**config.mk**
```make
export PLATFORM = sky130hd
export DESIGN_NAME = emfp_queue
export DESIGN_NICKNAME = d
export VERILOG_FILES = /design/src/hw/rtl/emfp_pkg.sv /design/src/hw/rtl/emfp_queue.sv
export SDC_FILE = /design/constraint.sdc
export NUM_CORES = 1
export LEC_CHECK = 0
export ABC_AREA = 1
export BUFFER_PORTS_ARGS = -buffer_cell sky130_fd_sc_hd__buf_4
export CAP_MARGIN = 20
export CORE_MARGIN = 3
export CORE_UTILIZATION = 55
export CTS_BUF_LIST = sky130_fd_sc_hd__clkbuf_4 sky130_fd_sc_hd__clkbuf_8
export DETAILED_ROUTE_END_ITERATION = 6
export MAX_ROUTING_LAYER = met4
export PLACE_DENSITY = 0.9
export SETUP_SLACK_MARGIN = 0.05
export SYNTH_ARGS = -nofsm -noshare
export SYNTH_HDL_FRONTEND = slang
export SYNTH_SLANG_ARGS = --single-unit
```
**constraint.sdc**
```tcl
create_clock -name clock -period 8.7 [get_ports clock]
set_input_delay 0.435 -clock clock [delete_from_list [all_inputs] [get_ports clock]]
set_output_delay 0.435 -clock clock [all_outputs]
set_load 0.05 [all_outputs]
```
**src/hw/rtl/emfp_pkg.sv**
```systemverilog
// Shared types, constants and codes of the energy meter frame parser.
package emfp_pkg;

   // Frame layout
   localparam logic [7:0] FRAME_HEADER  = 8'h55;
   localparam logic [7:0] CHECKSUM_SEED = 8'h58;
   localparam int         POS_WIDTH     = 5;
   localparam logic [POS_WIDTH-1:0] LAST_POSITION = 5'd22;

   // Byte positions of the captured fields
   localparam logic [POS_WIDTH-1:0] POS_HEADER    = 5'd0;
   localparam logic [POS_WIDTH-1:0] POS_CURRENT_0 = 5'd1;
   localparam logic [POS_WIDTH-1:0] POS_CURRENT_1 = 5'd2;
   localparam logic [POS_WIDTH-1:0] POS_CURRENT_2 = 5'd3;
   localparam logic [POS_WIDTH-1:0] POS_VOLTAGE_0 = 5'd4;
   localparam logic [POS_WIDTH-1:0] POS_VOLTAGE_1 = 5'd5;
   localparam logic [POS_WIDTH-1:0] POS_VOLTAGE_2 = 5'd6;
   localparam logic [POS_WIDTH-1:0] POS_POWER_0   = 5'd10;
   localparam logic [POS_WIDTH-1:0] POS_POWER_1   = 5'd11;
   localparam logic [POS_WIDTH-1:0] POS_POWER_2   = 5'd12;
   localparam logic [POS_WIDTH-1:0] POS_PULSE_0   = 5'd13;
   localparam logic [POS_WIDTH-1:0] POS_PULSE_1   = 5'd14;
   localparam logic [POS_WIDTH-1:0] POS_PULSE_2   = 5'd15;
   localparam logic [POS_WIDTH-1:0] POS_STATUS    = 5'd19;

   // Error codes
   localparam logic [1:0] ERR_NONE     = 2'd0;
   localparam logic [1:0] ERR_HEADER   = 2'd1;
   localparam logic [1:0] ERR_CHECKSUM = 2'd2;

   // Gain format
   localparam int GAIN_WIDTH         = 32;
   localparam int GAIN_FRACTION_BITS = 24;
   localparam int WORD_WIDTH         = 24;
   localparam int SCALED_WIDTH       = 32;
   localparam int SPROD_WIDTH        = WORD_WIDTH + GAIN_WIDTH + 1;
   localparam int UPROD_WIDTH        = WORD_WIDTH + GAIN_WIDTH;

   // Register map
   localparam int ADDR_WIDTH = 4;
   localparam logic [1:0] REG_VOLTAGE_GAIN = 2'd0;
   localparam logic [1:0] REG_CURRENT_GAIN = 2'd1;
   localparam logic [1:0] REG_POWER_GAIN   = 2'd2;
   localparam logic [1:0] REG_ENERGY_GAIN  = 2'd3;

   // One parsed frame, handed from the front to the back
   typedef struct packed {
      logic [1:0]                   error_code;
      logic signed [WORD_WIDTH-1:0] raw_current;
      logic signed [WORD_WIDTH-1:0] raw_voltage;
      logic signed [WORD_WIDTH-1:0] raw_power;
      logic [WORD_WIDTH-1:0]        pulse_count;
      logic [7:0]                   status_byte;
   } frame_type;

   // Gain register set
   typedef struct packed {
      logic [GAIN_WIDTH-1:0] voltage_gain;
      logic [GAIN_WIDTH-1:0] current_gain;
      logic [GAIN_WIDTH-1:0] power_gain;
      logic [GAIN_WIDTH-1:0] energy_gain;
   } gains_type;

   // Scaled results of one frame
   typedef struct packed {
      logic signed [SCALED_WIDTH-1:0] current_scaled;
      logic signed [SCALED_WIDTH-1:0] voltage_scaled;
      logic signed [SCALED_WIDTH-1:0] power_scaled;
      logic [SCALED_WIDTH-1:0]        energy_scaled;
   } scaled_type;

endpackage

```
**src/hw/rtl/emfp_queue.sv**
```systemverilog
// Two-entry queue of parsed frames between front and back.
module emfp_queue (
   input  logic                clock,
   input  logic                reset,
   input  logic                push,
   input  emfp_pkg::frame_type push_frame,
   input  logic                pop,
   output logic                not_empty,
   output logic                full,
   output emfp_pkg::frame_type pop_frame
);
   import emfp_pkg::*;

   frame_type  slot_ff [2];
   logic       wr_ptr_ff, wr_ptr_in;
   logic       rd_ptr_ff, rd_ptr_in;
   logic [1:0] count_ff, count_in;

   assign not_empty = (count_ff != 2'd0);
   assign full      = (count_ff == 2'd2);
   assign pop_frame = slot_ff[rd_ptr_ff];

   // Advance pointers and count
   always_comb begin
      wr_ptr_in = wr_ptr_ff ^ push;
      rd_ptr_in = rd_ptr_ff ^ pop;
      count_in  = count_ff + {1'b0, push} - {1'b0, pop};
   end

   always_ff @(posedge clock) begin
      if (reset) begin
         wr_ptr_ff <= 1'b0;
         rd_ptr_ff <= 1'b0;
         count_ff  <= 2'd0;
      end else begin
         wr_ptr_ff <= wr_ptr_in;
         rd_ptr_ff <= rd_ptr_in;
         count_ff  <= count_in;
      end
   end

   // Store the pushed frame
   always_ff @(posedge clock) begin
      if (push) begin
         slot_ff[wr_ptr_ff] <= push_frame;
      end
   end

endmodule

```
==> impl_metrics.env <==
export IMPL_drt_first_pass_iters=5
export IMPL_drtIter0Drc=262
export IMPL_p_leak_nw=4.00
export IMPL_startpoint="rd_ptr_ff"
export IMPL_hold_viol=0
export IMPL_nNetsFinal=715
export IMPL_cts_buffers=34
export IMPL_reg2reg_to="slot_ff[0][25]"
export IMPL_syn_nets=471
export IMPL_worstPathCellList="buf_4 > mux2_2 > buf_4"
export IMPL_finalCritPeriodShare_pct=37.5
export IMPL_slowest_delay_ns=0.86
export IMPL_cts_sinks=216
export IMPL_peakVddDrop_mv=0.181
export IMPL_critical_path_top_delay_family="buffers and inverters"
export IMPL_cts_resized=0
export IMPL_clock_path_buffers=3
export IMPL_grt_pass1_wl_um=23800
export IMPL_dp_cells=745
export IMPL_rsz0062_at_grt="no"
export IMPL_drv_cap=0
export IMPL_synth_warning_count=0
export IMPL_grt_pass1_vias=4539
export IMPL_synth_edf_count=212
export IMPL_yosysMostFrequentCell="edfxtp_1"
export IMPL_whs_endpoint="rd_ptr_ff"
export IMPL_grt_max_degree=69
export IMPL_drtAntennaViolNets=0
export IMPL_wl_per_cell_um=19.6
export IMPL_start_kind="flip-flop"
export IMPL_worstSkewPairLatency_ns=0.49
export IMPL_setup_viol=0
export IMPL_antenna_cells=0
export IMPL_power_total_mw=2.50
export IMPL_arrival_ns=2.83
export IMPL_instances_no_fill=799
export IMPL_power_density_nw_per_um2=240
export IMPL_r2r_start="wr_ptr_ff"
export IMPL_rrSetupSlack_ns=6.54
export IMPL_ys_seq_area_share_pct=80.9
export IMPL_ys_async_sr_fraction_pct=0
export IMPL_synth_main_ff_cell="edfxtp_1"
export IMPL_fin_skew_ns=0.0162
export IMPL_start_util_pct=56.8
export IMPL_postRouteWirelength_um=15600
export IMPL_area_growth_pct=30.5
export IMPL_nFillCells=808
export IMPL_gp_congestion=0.763
export IMPL_synth_cells=357
export IMPL_r2r_cells=3
export IMPL_slew_violations=0
export IMPL_grt_ovfl_total=0
export IMPL_cts_hold_buffers=0
export IMPL_die_h_um=126
export IMPL_syn_cell_area_um2=7970
export IMPL_yosysUniqueCellTypes=13
export IMPL_core_area_um2=14000
export IMPL_yosys_top_cells_count="edfxtp_1, mux2_2, mux2_4"
export IMPL_ios=218
export IMPL_cts_htree_levels=2
export IMPL_vias=4146
export IMPL_synth_top_area_share_pct=79.8
export IMPL_cts_tree="yes"
export IMPL_cp_num_buf_inv=2
export IMPL_drc=0
export IMPL_multiInputGateArea_um2=1430
export IMPL_seq_area_um2=6450
export IMPL_antenna_found_initial=0
export IMPL_post_cts_buffers=0
export IMPL_port_buffers=217
export IMPL_yosys_top_cells_area="edfxtp_1, mux2_2, mux2_4"
export IMPL_status="finished clean"
export IMPL_path_class="reg2out"
export IMPL_layout_drive_gt1_share_pct=61.1
export IMPL_syn_avg_cell_area_um2=22.3
export IMPL_slowest_stage="dfxtp_4"
export IMPL_cpMostUsedCell="buf_4"
export IMPL_synth_seq_cells=216
export IMPL_worst_hold_path_num_cells=2
export IMPL_clk_pin_slew_ns=0.06
export IMPL_endpoint_kind="primary output"
export IMPL_hold_start="reset"
export IMPL_hold_path_class="in2reg"
export IMPL_critPathRequiredTime_ns=8.27
export IMPL_grt_usage_pct=19.8
export IMPL_fin_tns_setup_ns=0
export IMPL_die_width_um=126
export IMPL_max_freq_mhz=307
export IMPL_routed_via_density=5.19
export IMPL_finalCriticalPeriod_ns=3.26
export IMPL_tightest_slew_ns=0.914
export IMPL_dp_hpwl_um=10100
export IMPL_dieArea_um2=16000
export IMPL_fp_row_count=43
export IMPL_slew_headroom_pct=39.0
export IMPL_cts_root_buf="clkbuf_8"
export IMPL_synth_top_cell_by_area="edfxtp_1"
export IMPL_cp_max_fo=57
-- metal layers --
metal  vias up  track usage, %  share of wire, %
met3        37            5.35               7.0
li1       1890               -                 -
met2       190            32.3                52
met1      2029            23.4                38
met5         -               -                 0
met4         0            8.52               2.9
-- stage by stage --
step | cell area (µm²) | hold slack (ns) | worst slack (ns) | utilization [%]
6_report | 10400 | 0.115 | 5.44 | 74.1
5_1_grt | 10400 | 0.0969 | 5.30 | 74.1
4_1_cts | 10400 | 0.0912 | 5.40 | 74.1
3_5_place_dp | 9790 | 0.546 | 5.92 | 69.7
3_3_place_gp | 9790 | 0.528 | 5.94 | 69.7
2_1_floorplan | 7970 | 0.502 | 5.28 | -
-- area by class of cell --
type | instances | share of cell area [%]
sequential | 216 | 62.0
timing repair buffer | 220 | 15.9
multi-input combinational | 122 | 13.8
clock buffer | 48 | 5.69
tap | 180 | 2.17
inverter | 7 | 0.253
clock inverter | 6 | 0.229
-- worst max path at each step --
| stage | to | cells past startpoint |
|---|---|---|
| after global routing | pop_frame[59] | 3 |
| after detailed placement | pop_frame[59] | 3 |
| after CTS | pop_frame[59] | 3 |
| after global placement | pop_frame[59] | 3 |
| final | pop_frame[59] | 3 |
| after floorplan | slot_ff[0][0] | 1 |
-- logic make-up after synthesis --
family | after synthesis | synth area share, %
buffers and inverters | 19 | 1.48
XOR/XNOR | 1 | 0.110
AND/OR/NAND/NOR | 10 | 0.486
AO/OA/AOI/OAI | 1 | 0.0627
adder cells (fa/ha/maj) | 4 | 0.628
multiplexers | 106 | 16.4
flip-flops | 216 | 80.9
-- where the power goes --
part	internal, mW	total, mW	switching, mW
clock	0.433	0.783	0.350
combinational	0.171	0.475	0.304
sequential	1.22	1.24	0.0265
-- cells in the final DEF (no fill, tap or decap) --
master / synthesis / routed
dfxtp_1: 4 / 3
nand3_1: 1 / 1
nand2_1: 4 / 4
ha_4: 0 / 2
xnor2_1: 1 / 1
clkinv_1: 0 / 5
inv_1: 7 / 7
clkinv_2: 0 / 1
mux2_2: 76 / 76
ha_1: 4 / 2
dfxtp_4: 0 / 1
clkbuf_8: 0 / 37
edfxtp_1: 212 / 212
a21oi_1: 1 / 1
mux2_4: 30 / 30
buf_4: 0 / 220
clkbuf_4: 0 / 11
nor2_1: 5 / 5
-- state kept, by name, summed over array words and instances (netlist names) --
signal	count
count_ff	2
slot_ff	212
wr_ptr_ff	1
rd_ptr_ff	1
(Power assumes the default switching activity.)
