File: src/hw/rtl/emfp_pkg.sv
// Shared types, constants and codes of the energy meter frame parser.
package emfp_pkg;

   // Frame layout
   localparam logic [7:0] FRAME_HEADER  = 8'h55;
   localparam logic [7:0] CHECKSUM_SEED = 8'h58;
   localparam int         POS_WIDTH     = 5;
   localparam logic [POS_WIDTH-1:0] LAST_POSITION = 5'd22;

   // Byte positions of the captured fields
   localparam logic [POS_WIDTH-1:0] POS_HEADER    = 5'd0;
   localparam logic [POS_WIDTH-1:0] POS_CURRENT_0 = 5'd1;
   localparam logic [POS_WIDTH-1:0] POS_CURRENT_1 = 5'd2;
   localparam logic [POS_WIDTH-1:0] POS_CURRENT_2 = 5'd3;
   localparam logic [POS_WIDTH-1:0] POS_VOLTAGE_0 = 5'd4;
   localparam logic [POS_WIDTH-1:0] POS_VOLTAGE_1 = 5'd5;
   localparam logic [POS_WIDTH-1:0] POS_VOLTAGE_2 = 5'd6;
   localparam logic [POS_WIDTH-1:0] POS_POWER_0   = 5'd10;
   localparam logic [POS_WIDTH-1:0] POS_POWER_1   = 5'd11;
   localparam logic [POS_WIDTH-1:0] POS_POWER_2   = 5'd12;
   localparam logic [POS_WIDTH-1:0] POS_PULSE_0   = 5'd13;
   localparam logic [POS_WIDTH-1:0] POS_PULSE_1   = 5'd14;
   localparam logic [POS_WIDTH-1:0] POS_PULSE_2   = 5'd15;
   localparam logic [POS_WIDTH-1:0] POS_STATUS    = 5'd19;

   // Error codes
   localparam logic [1:0] ERR_NONE     = 2'd0;
   localparam logic [1:0] ERR_HEADER   = 2'd1;
   localparam logic [1:0] ERR_CHECKSUM = 2'd2;

   // Gain format
   localparam int GAIN_WIDTH         = 32;
   localparam int GAIN_FRACTION_BITS = 24;
   localparam int WORD_WIDTH         = 24;
   localparam int SCALED_WIDTH       = 32;
   localparam int SPROD_WIDTH        = WORD_WIDTH + GAIN_WIDTH + 1;
   localparam int UPROD_WIDTH        = WORD_WIDTH + GAIN_WIDTH;

   // Register map
   localparam int ADDR_WIDTH = 4;
   localparam logic [1:0] REG_VOLTAGE_GAIN = 2'd0;
   localparam logic [1:0] REG_CURRENT_GAIN = 2'd1;
   localparam logic [1:0] REG_POWER_GAIN   = 2'd2;
   localparam logic [1:0] REG_ENERGY_GAIN  = 2'd3;

   // One parsed frame, handed from the front to the back
   typedef struct packed {
      logic [1:0]                   error_code;
      logic signed [WORD_WIDTH-1:0] raw_current;
      logic signed [WORD_WIDTH-1:0] raw_voltage;
      logic signed [WORD_WIDTH-1:0] raw_power;
      logic [WORD_WIDTH-1:0]        pulse_count;
      logic [7:0]                   status_byte;
   } frame_type;

   // Gain register set
   typedef struct packed {
      logic [GAIN_WIDTH-1:0] voltage_gain;
      logic [GAIN_WIDTH-1:0] current_gain;
      logic [GAIN_WIDTH-1:0] power_gain;
      logic [GAIN_WIDTH-1:0] energy_gain;
   } gains_type;

   // Scaled results of one frame
   typedef struct packed {
      logic signed [SCALED_WIDTH-1:0] current_scaled;
      logic signed [SCALED_WIDTH-1:0] voltage_scaled;
      logic signed [SCALED_WIDTH-1:0] power_scaled;
      logic [SCALED_WIDTH-1:0]        energy_scaled;
   } scaled_type;

endpackage

File: src/hw/rtl/emfp_front.sv
// Byte front end: tracks frame position, checksum and captured words.
module emfp_front (
   input  logic                clock,
   input  logic                reset,
   input  logic                beat,
   input  logic [7:0]          rx_byte,
   input  logic                frame_start,
   output logic                push,
   output emfp_pkg::frame_type frame
);
   import emfp_pkg::*;

   logic [POS_WIDTH-1:0]  pos_ff, pos_in;
   logic                  active_ff, active_in;
   logic [7:0]            sum_ff, sum_in;
   logic                  header_good_ff, header_good_in;
   logic [WORD_WIDTH-1:0] current_ff, current_in;
   logic [WORD_WIDTH-1:0] voltage_ff, voltage_in;
   logic [WORD_WIDTH-1:0] power_ff, power_in;
   logic [WORD_WIDTH-1:0] pulse_ff, pulse_in;
   logic [7:0]            status_ff, status_in;

   logic                 eff_active;
   logic [POS_WIDTH-1:0] eff_pos;
   logic [7:0]           eff_sum;

   // Restart takes precedence over any partial frame
   assign eff_active = frame_start | active_ff;
   assign eff_pos    = frame_start ? POS_HEADER : pos_ff;
   assign eff_sum    = frame_start ? CHECKSUM_SEED : sum_ff;

   // Capture bytes and advance the position
   always_comb begin
      pos_in         = pos_ff;
      active_in      = active_ff;
      sum_in         = sum_ff;
      header_good_in = header_good_ff;
      current_in     = current_ff;
      voltage_in     = voltage_ff;
      power_in       = power_ff;
      pulse_in       = pulse_ff;
      status_in      = status_ff;
      push           = 1'b0;
      if (beat && eff_active) begin
         unique case (eff_pos)
            POS_HEADER:    header_good_in = (rx_byte == FRAME_HEADER);
            POS_CURRENT_0: current_in[7:0]   = rx_byte;
            POS_CURRENT_1: current_in[15:8]  = rx_byte;
            POS_CURRENT_2: current_in[23:16] = rx_byte;
            POS_VOLTAGE_0: voltage_in[7:0]   = rx_byte;
            POS_VOLTAGE_1: voltage_in[15:8]  = rx_byte;
            POS_VOLTAGE_2: voltage_in[23:16] = rx_byte;
            POS_POWER_0:   power_in[7:0]     = rx_byte;
            POS_POWER_1:   power_in[15:8]    = rx_byte;
            POS_POWER_2:   power_in[23:16]   = rx_byte;
            POS_PULSE_0:   pulse_in[7:0]     = rx_byte;
            POS_PULSE_1:   pulse_in[15:8]    = rx_byte;
            POS_PULSE_2:   pulse_in[23:16]   = rx_byte;
            POS_STATUS:    status_in         = rx_byte;
            default: ;
         endcase
         if (eff_pos < LAST_POSITION) begin
            sum_in    = eff_sum + rx_byte;
            pos_in    = eff_pos + 1'b1;
            active_in = 1'b1;
         end else begin
            push      = 1'b1;
            sum_in    = CHECKSUM_SEED;
            pos_in    = POS_HEADER;
            active_in = 1'b0;
         end
      end
   end

   // Build the frame record on the checksum byte
   always_comb begin
      frame.raw_current = current_ff;
      frame.raw_voltage = voltage_ff;
      frame.raw_power   = power_ff;
      frame.pulse_count = pulse_ff;
      frame.status_byte = status_ff;
      if (!header_good_ff) begin
         frame.error_code = ERR_HEADER;
      end else if (~eff_sum != rx_byte) begin
         frame.error_code = ERR_CHECKSUM;
      end else begin
         frame.error_code = ERR_NONE;
      end
   end

   always_ff @(posedge clock) begin
      if (reset) begin
         pos_ff    <= POS_HEADER;
         active_ff <= 1'b0;
         sum_ff    <= CHECKSUM_SEED;
      end else begin
         pos_ff    <= pos_in;
         active_ff <= active_in;
         sum_ff    <= sum_in;
      end
   end

   always_ff @(posedge clock) begin
      header_good_ff <= header_good_in;
      current_ff     <= current_in;
      voltage_ff     <= voltage_in;
      power_ff       <= power_in;
      pulse_ff       <= pulse_in;
      status_ff      <= status_in;
   end

endmodule

File: config.mk
export PLATFORM = sky130hd
export DESIGN_NAME = emfp_front
export DESIGN_NICKNAME = d
export VERILOG_FILES = /design/src/hw/rtl/emfp_pkg.sv /design/src/hw/rtl/emfp_front.sv
export SDC_FILE = /design/constraint.sdc
export NUM_CORES = 1
export LEC_CHECK = 0
export BUFFER_PORTS_ARGS = -buffer_cell sky130_fd_sc_hd__buf_2
export CAP_MARGIN = 20
export CORE_ASPECT_RATIO = 0.7
export CORE_MARGIN = 1.5
export CORE_UTILIZATION = 57
export CTS_BUF_LIST = sky130_fd_sc_hd__clkbuf_2
export CTS_CLUSTER_SIZE = 25
export DETAILED_ROUTE_END_ITERATION = 8
export GPL_TIMING_DRIVEN = 0
export PLACE_DENSITY = 0.87
export RECOVER_POWER = 100
export SLEW_MARGIN = 10
export SYNTH_ARGS = -nofsm -noshare
export SYNTH_HDL_FRONTEND = slang
export SYNTH_SLANG_ARGS = --single-unit
File: constraint.sdc
create_clock -name clock -period 4.25 [get_ports clock]
set_input_delay 0.2125 -clock clock [delete_from_list [all_inputs] [get_ports clock]]
set_output_delay 0.2125 -clock clock [all_outputs]
set_load 0.01 [all_outputs]
==> impl_results.html <==
<table>
<tr><th>Metric</th><th>Value</th></tr>
<tr><th colspan="2">Run status</th></tr>
<tr><td>Outcome</td><td>finished clean</td></tr>
<tr><th colspan="2">Job</th></tr>
<tr><td>Max-capacitance violation count</td><td>0</td></tr>
<tr><th colspan="2">Finish</th></tr>
<tr><td>Layout Area Growth over Synthesis</td><td>19.6%</td></tr>
<tr><td>Number of nets in the finished design</td><td>444</td></tr>
<tr><td>Most common cell after layout, fill and taps aside</td><td>sky130_fd_sc_hd__clkbuf_1</td></tr>
<tr><td>Most frequent cells in the layout</td><td>122 x sky130_fd_sc_hd__clkbuf_1, 105 x sky130_fd_sc_hd__edfxtp_1, 17 x sky130_fd_sc_hd__clkbuf_2</td></tr>
<tr><td>Share of cells above drive strength 1</td><td>9.98%</td></tr>
<tr><td>Number of standard cells in the layout, taps in and fillers out</td><td>529</td></tr>
<tr><td>Antenna cells</td><td>0</td></tr>
<tr><td>Finished Core Util</td><td>71.5%</td></tr>
<tr><th colspan="2">Setup path</th></tr>
<tr><td>Type of element launching the critical path</td><td>register</td></tr>
<tr><td>Number of cells on the critical path</td><td>4</td></tr>
<tr><td>Path type of the worst setup path</td><td>reg -&gt; out</td></tr>
<tr><td>Crit path required time</td><td>4040 ps</td></tr>
<tr><td>Max FO, Critical Path</td><td>10</td></tr>
<tr><td>Cell breakdown of the critical path</td><td>o21ai_0, clkbuf_1, nor2_1, clkbuf_1</td></tr>
<tr><td>Combined buffer and inverter count along the critical path</td><td>2</td></tr>
<tr><td>Worst EP arrival</td><td>2550 ps</td></tr>
<tr><td>Slowest CP cell</td><td>sky130_fd_sc_hd__o21ai_0</td></tr>
<tr><td>Delay contributed by the slowest stage of the critical path</td><td>750 ps</td></tr>
<tr><td>Worst path most repeated cell</td><td>sky130_fd_sc_hd__clkbuf_1</td></tr>
<tr><td>Cell family with the largest share of critical-path delay</td><td>compound AO/OA/AOI/OAI gates</td></tr>
<tr><td>Depth of the worst register-to-register path</td><td>3</td></tr>
<tr><td>Setup slack of the worst register-to-register path</td><td>1770 ps</td></tr>
<tr><td>Category of the worst setup path capture point</td><td>output port</td></tr>
<tr><th colspan="2">STA</th></tr>
<tr><td>Crit share post-route</td><td>65.0%</td></tr>
<tr><td>Min setup slack post-route</td><td>1490 ps</td></tr>
<tr><td>Final Hold Viols</td><td>0</td></tr>
<tr><td>Worst max-slew margin expressed relative to the limit</td><td>30.0%</td></tr>
<tr><td>Peak clock frequency supported by timing</td><td>362 MHz</td></tr>
<tr><td>Total negative slack for setup checks</td><td>0 ps</td></tr>
<tr><td>Number of max-slew violations in the final report</td><td>0</td></tr>
<tr><td>Clock period minus worst slack</td><td>2760 ps</td></tr>
<tr><td>Finish-stage setup viols</td><td>0</td></tr>
<tr><td>RSZ-0062 raised after global routing</td><td>false</td></tr>
<tr><td>Largest clock skew in the final design</td><td>37.3 ps</td></tr>
<tr><td>Worst Max-Slew Pin Slew</td><td>1040 ps</td></tr>
<tr><th colspan="2">Floorplan</th></tr>
<tr><td>DIE AREA</td><td>0.00833 mm2</td></tr>
<tr><td>Top-level I/O count</td><td>119</td></tr>
<tr><td>Die Ht</td><td>76.8 um</td></tr>
<tr><td>Core box area</td><td>0.00742 mm2</td></tr>
<tr><td>Cell Rows</td><td>26</td></tr>
<tr><td>Starting utilization of the core area</td><td>59.8%</td></tr>
<tr><td>Die extent in x</td><td>108 um</td></tr>
<tr><th colspan="2">Place</th></tr>
<tr><td>GP Congestion</td><td>0.974</td></tr>
<tr><td># port buffers</td><td>117</td></tr>
<tr><td>Dpl cells</td><td>486</td></tr>
<tr><td>Half-perimeter wire length of the detailed placement result</td><td>6590 um</td></tr>
<tr><td>Dpl ws</td><td>1850 ps</td></tr>
<tr><th colspan="2">Route</th></tr>
<tr><td>Routed length per placed instance</td><td>19.0 um</td></tr>
<tr><td>Number of nets still failing antenna checks after routing</td><td>0</td></tr>
<tr><td>Routed vias</td><td>2937</td></tr>
<tr><td>Final wirelength</td><td>10000 um</td></tr>
<tr><td>Routed via count divided by cell count</td><td>5.55</td></tr>
<tr><td>Detailed-route DRC error count</td><td>0</td></tr>
<tr><td>Violation count after the first detailed-routing iteration</td><td>245</td></tr>
<tr><td>First-pass detailed-route iteration total</td><td>5</td></tr>
<tr><th colspan="2">CTS</th></tr>
<tr><td>Clock tree from TritonCTS</td><td>done</td></tr>
<tr><td>Clock tree buffer depth</td><td>2</td></tr>
<tr><td>Number of CTS-inserted buffers</td><td>17</td></tr>
<tr><td>Reg clk slew, reported paths</td><td>190 ps</td></tr>
<tr><td>Clock sink count</td><td>119</td></tr>
<tr><td>Source-to-sink clock delay at the later pin of the worst-skew pair</td><td>670 ps</td></tr>
<tr><td>Clock root cell</td><td>sky130_fd_sc_hd__clkbuf_2</td></tr>
<tr><td>H-tree depth reported by CTS</td><td>4</td></tr>
<tr><th colspan="2">Pwr</th></tr>
<tr><td>Leakage power figure</td><td>0.00176 uW</td></tr>
<tr><td>Power Density</td><td>386 mW/mm2</td></tr>
<tr><td>Maximum VDD drop</td><td>0.000231 V</td></tr>
<tr><th colspan="2">Synth</th></tr>
<tr><td>Cell variety after synth</td><td>47</td></tr>
<tr><td>Post-synth EDFFs</td><td>105</td></tr>
<tr><td>Sequential element share of the synthesized area</td><td>77.4%</td></tr>
<tr><td>Yosys warning count</td><td>0</td></tr>
<tr><td>Number of standard cells after synthesis</td><td>271</td></tr>
<tr><td>Number of synthesized register bits</td><td>119</td></tr>
<tr><td>Post-synthesis average cell area</td><td>16.4 um2</td></tr>
<tr><td>Cell Area, Synth</td><td>0.00443 mm2</td></tr>
<tr><td>Async set-or-reset flop fraction in the synthesized netlist</td><td>0%</td></tr>
<tr><td>Net count after synthesis</td><td>297</td></tr>
<tr><td>Leading register cell type out of synthesis</td><td>sky130_fd_sc_hd__edfxtp_1</td></tr>
<tr><th colspan="2">Global routing</th></tr>
<tr><td>Largest net degree at the start of global routing</td><td>17</td></tr>
<tr><td>Grt ovf</td><td>0</td></tr>
<tr><td>Number of global-route vias before repair</td><td>2771</td></tr>
<tr><td>Number of antenna violations at the first check in global routing</td><td>0</td></tr>
<tr><td>Global router's overall resource usage</td><td>24.8%</td></tr>
<tr><td>Global-route wire length before repair</td><td>14800 um</td></tr>
<tr><th colspan="2">Hold path</th></tr>
<tr><td>HP Class</td><td>in -&gt; reg</td></tr>
<tr><td>Hold path cells</td><td>3</td></tr>
</table>
==> cells in the mapped netlist, types with 4 or more instances <==
master                     count  area share (%)
sky130_fd_sc_hd__dfxtp_1      14             6.3
sky130_fd_sc_hd__nand3_1       6            0.68
sky130_fd_sc_hd__nor3_1        9             1.0
sky130_fd_sc_hd__nor2b_1       4            0.56
sky130_fd_sc_hd__and2_1        6            0.85
sky130_fd_sc_hd__o21ai_0       8            0.90
sky130_fd_sc_hd__nor2_1       14             1.2
sky130_fd_sc_hd__a21oi_1      14             1.6
sky130_fd_sc_hd__nor3b_1       4            0.68
sky130_fd_sc_hd__inv_1         8            0.68
sky130_fd_sc_hd__nand2_1      12             1.0
sky130_fd_sc_hd__ha_1         13             3.7
sky130_fd_sc_hd__edfxtp_1    105              71
==> per-stage QoR <==
| stage | hold slack (ps) | instance area (um2) | power (uW) |
|---|---|---|---|
| CTS | 26.4 | 5440 | 2050 |
| global placement | 435 | 5140 | 1410 |
| detailed placement | 447 | 5140 | 1410 |
| floorplan | 311 | 4430 | 1370 |
| global route | 43.9 | 5300 | 2110 |
| finish | 45.5 | 5300 | 2040 |
==> tightest hold or removal path, cell delays in order <==
cell	delay, ps
sky130_fd_sc_hd__buf_1	200
sky130_fd_sc_hd__nor3_1	230
sky130_fd_sc_hd__nor3_1	60
==> report_power, final <==
group / internal, uW / switching [uW]
Clock: 212 / 441
Sequential: 1280 / 5.73
Combinational: 36.5 / 70.0
Total: 1530 / 516
==> registers in the layout, summed over array words and instances (netlist names) <==
name            flops
sum_ff              8
pulse_ff           24
pos_ff              5
header_good_ff      1
power_ff           24
status_ff           8
current_ff         24
active_ff           1
voltage_ff         24
==> cell type report <==
type	instances	area, um2
clock buffer	17	85.1
buffer	9	51.3
multi-input combinational	135	918
inverter	8	30.0
clock inverter	15	129
timing repair buffer	128	533
sequential	119	3430
tap	98	123
fill	541	2110
==> final timing paths <==
check                           startpoint      endpoint
worst min-delay path                 reset     sum_ff[6]
worst max-delay path             active_ff          push
worst max register to register   active_ff  status_ff[6]
worst min register to register   sum_ff[2]     sum_ff[2]
==> layer usage <==
metal | global-route usage [%] | routed length [um] | up-vias
li1 | - | - | 1331
met1 | 34.2 | 4490 | 1406
met2 | 36.5 | 4360 | 181
met3 | 8.25 | 1040 | 19
met4 | 10.1 | 157 | 0
met5 | 0 | 0 | -
==> logic make-up (layout without fill, tap and decap cells) <==
family / count (synthesis) / count (layout) / synth area share [%]
buffers and inverters: 17 / 177 / 1.86
AOI/OAI and AO/OA: 41 / 41 / 6.07
DFF: 119 / 119 / 77.4
xor gates and xnor gates: 3 / 3 / 0.593
adders and majority gates: 14 / 14 / 4.12
and+or+nand+nor: 77 / 77 / 9.93
==> timing repair <==
action / 4_1_cts / 5_1_grt
setup buffers: 0 / 0
hold endpoints to repair: 104 / 0
resized for setup: 0 / 0
hold buffers: 8 / 0
(Power assumes the default switching activity.)
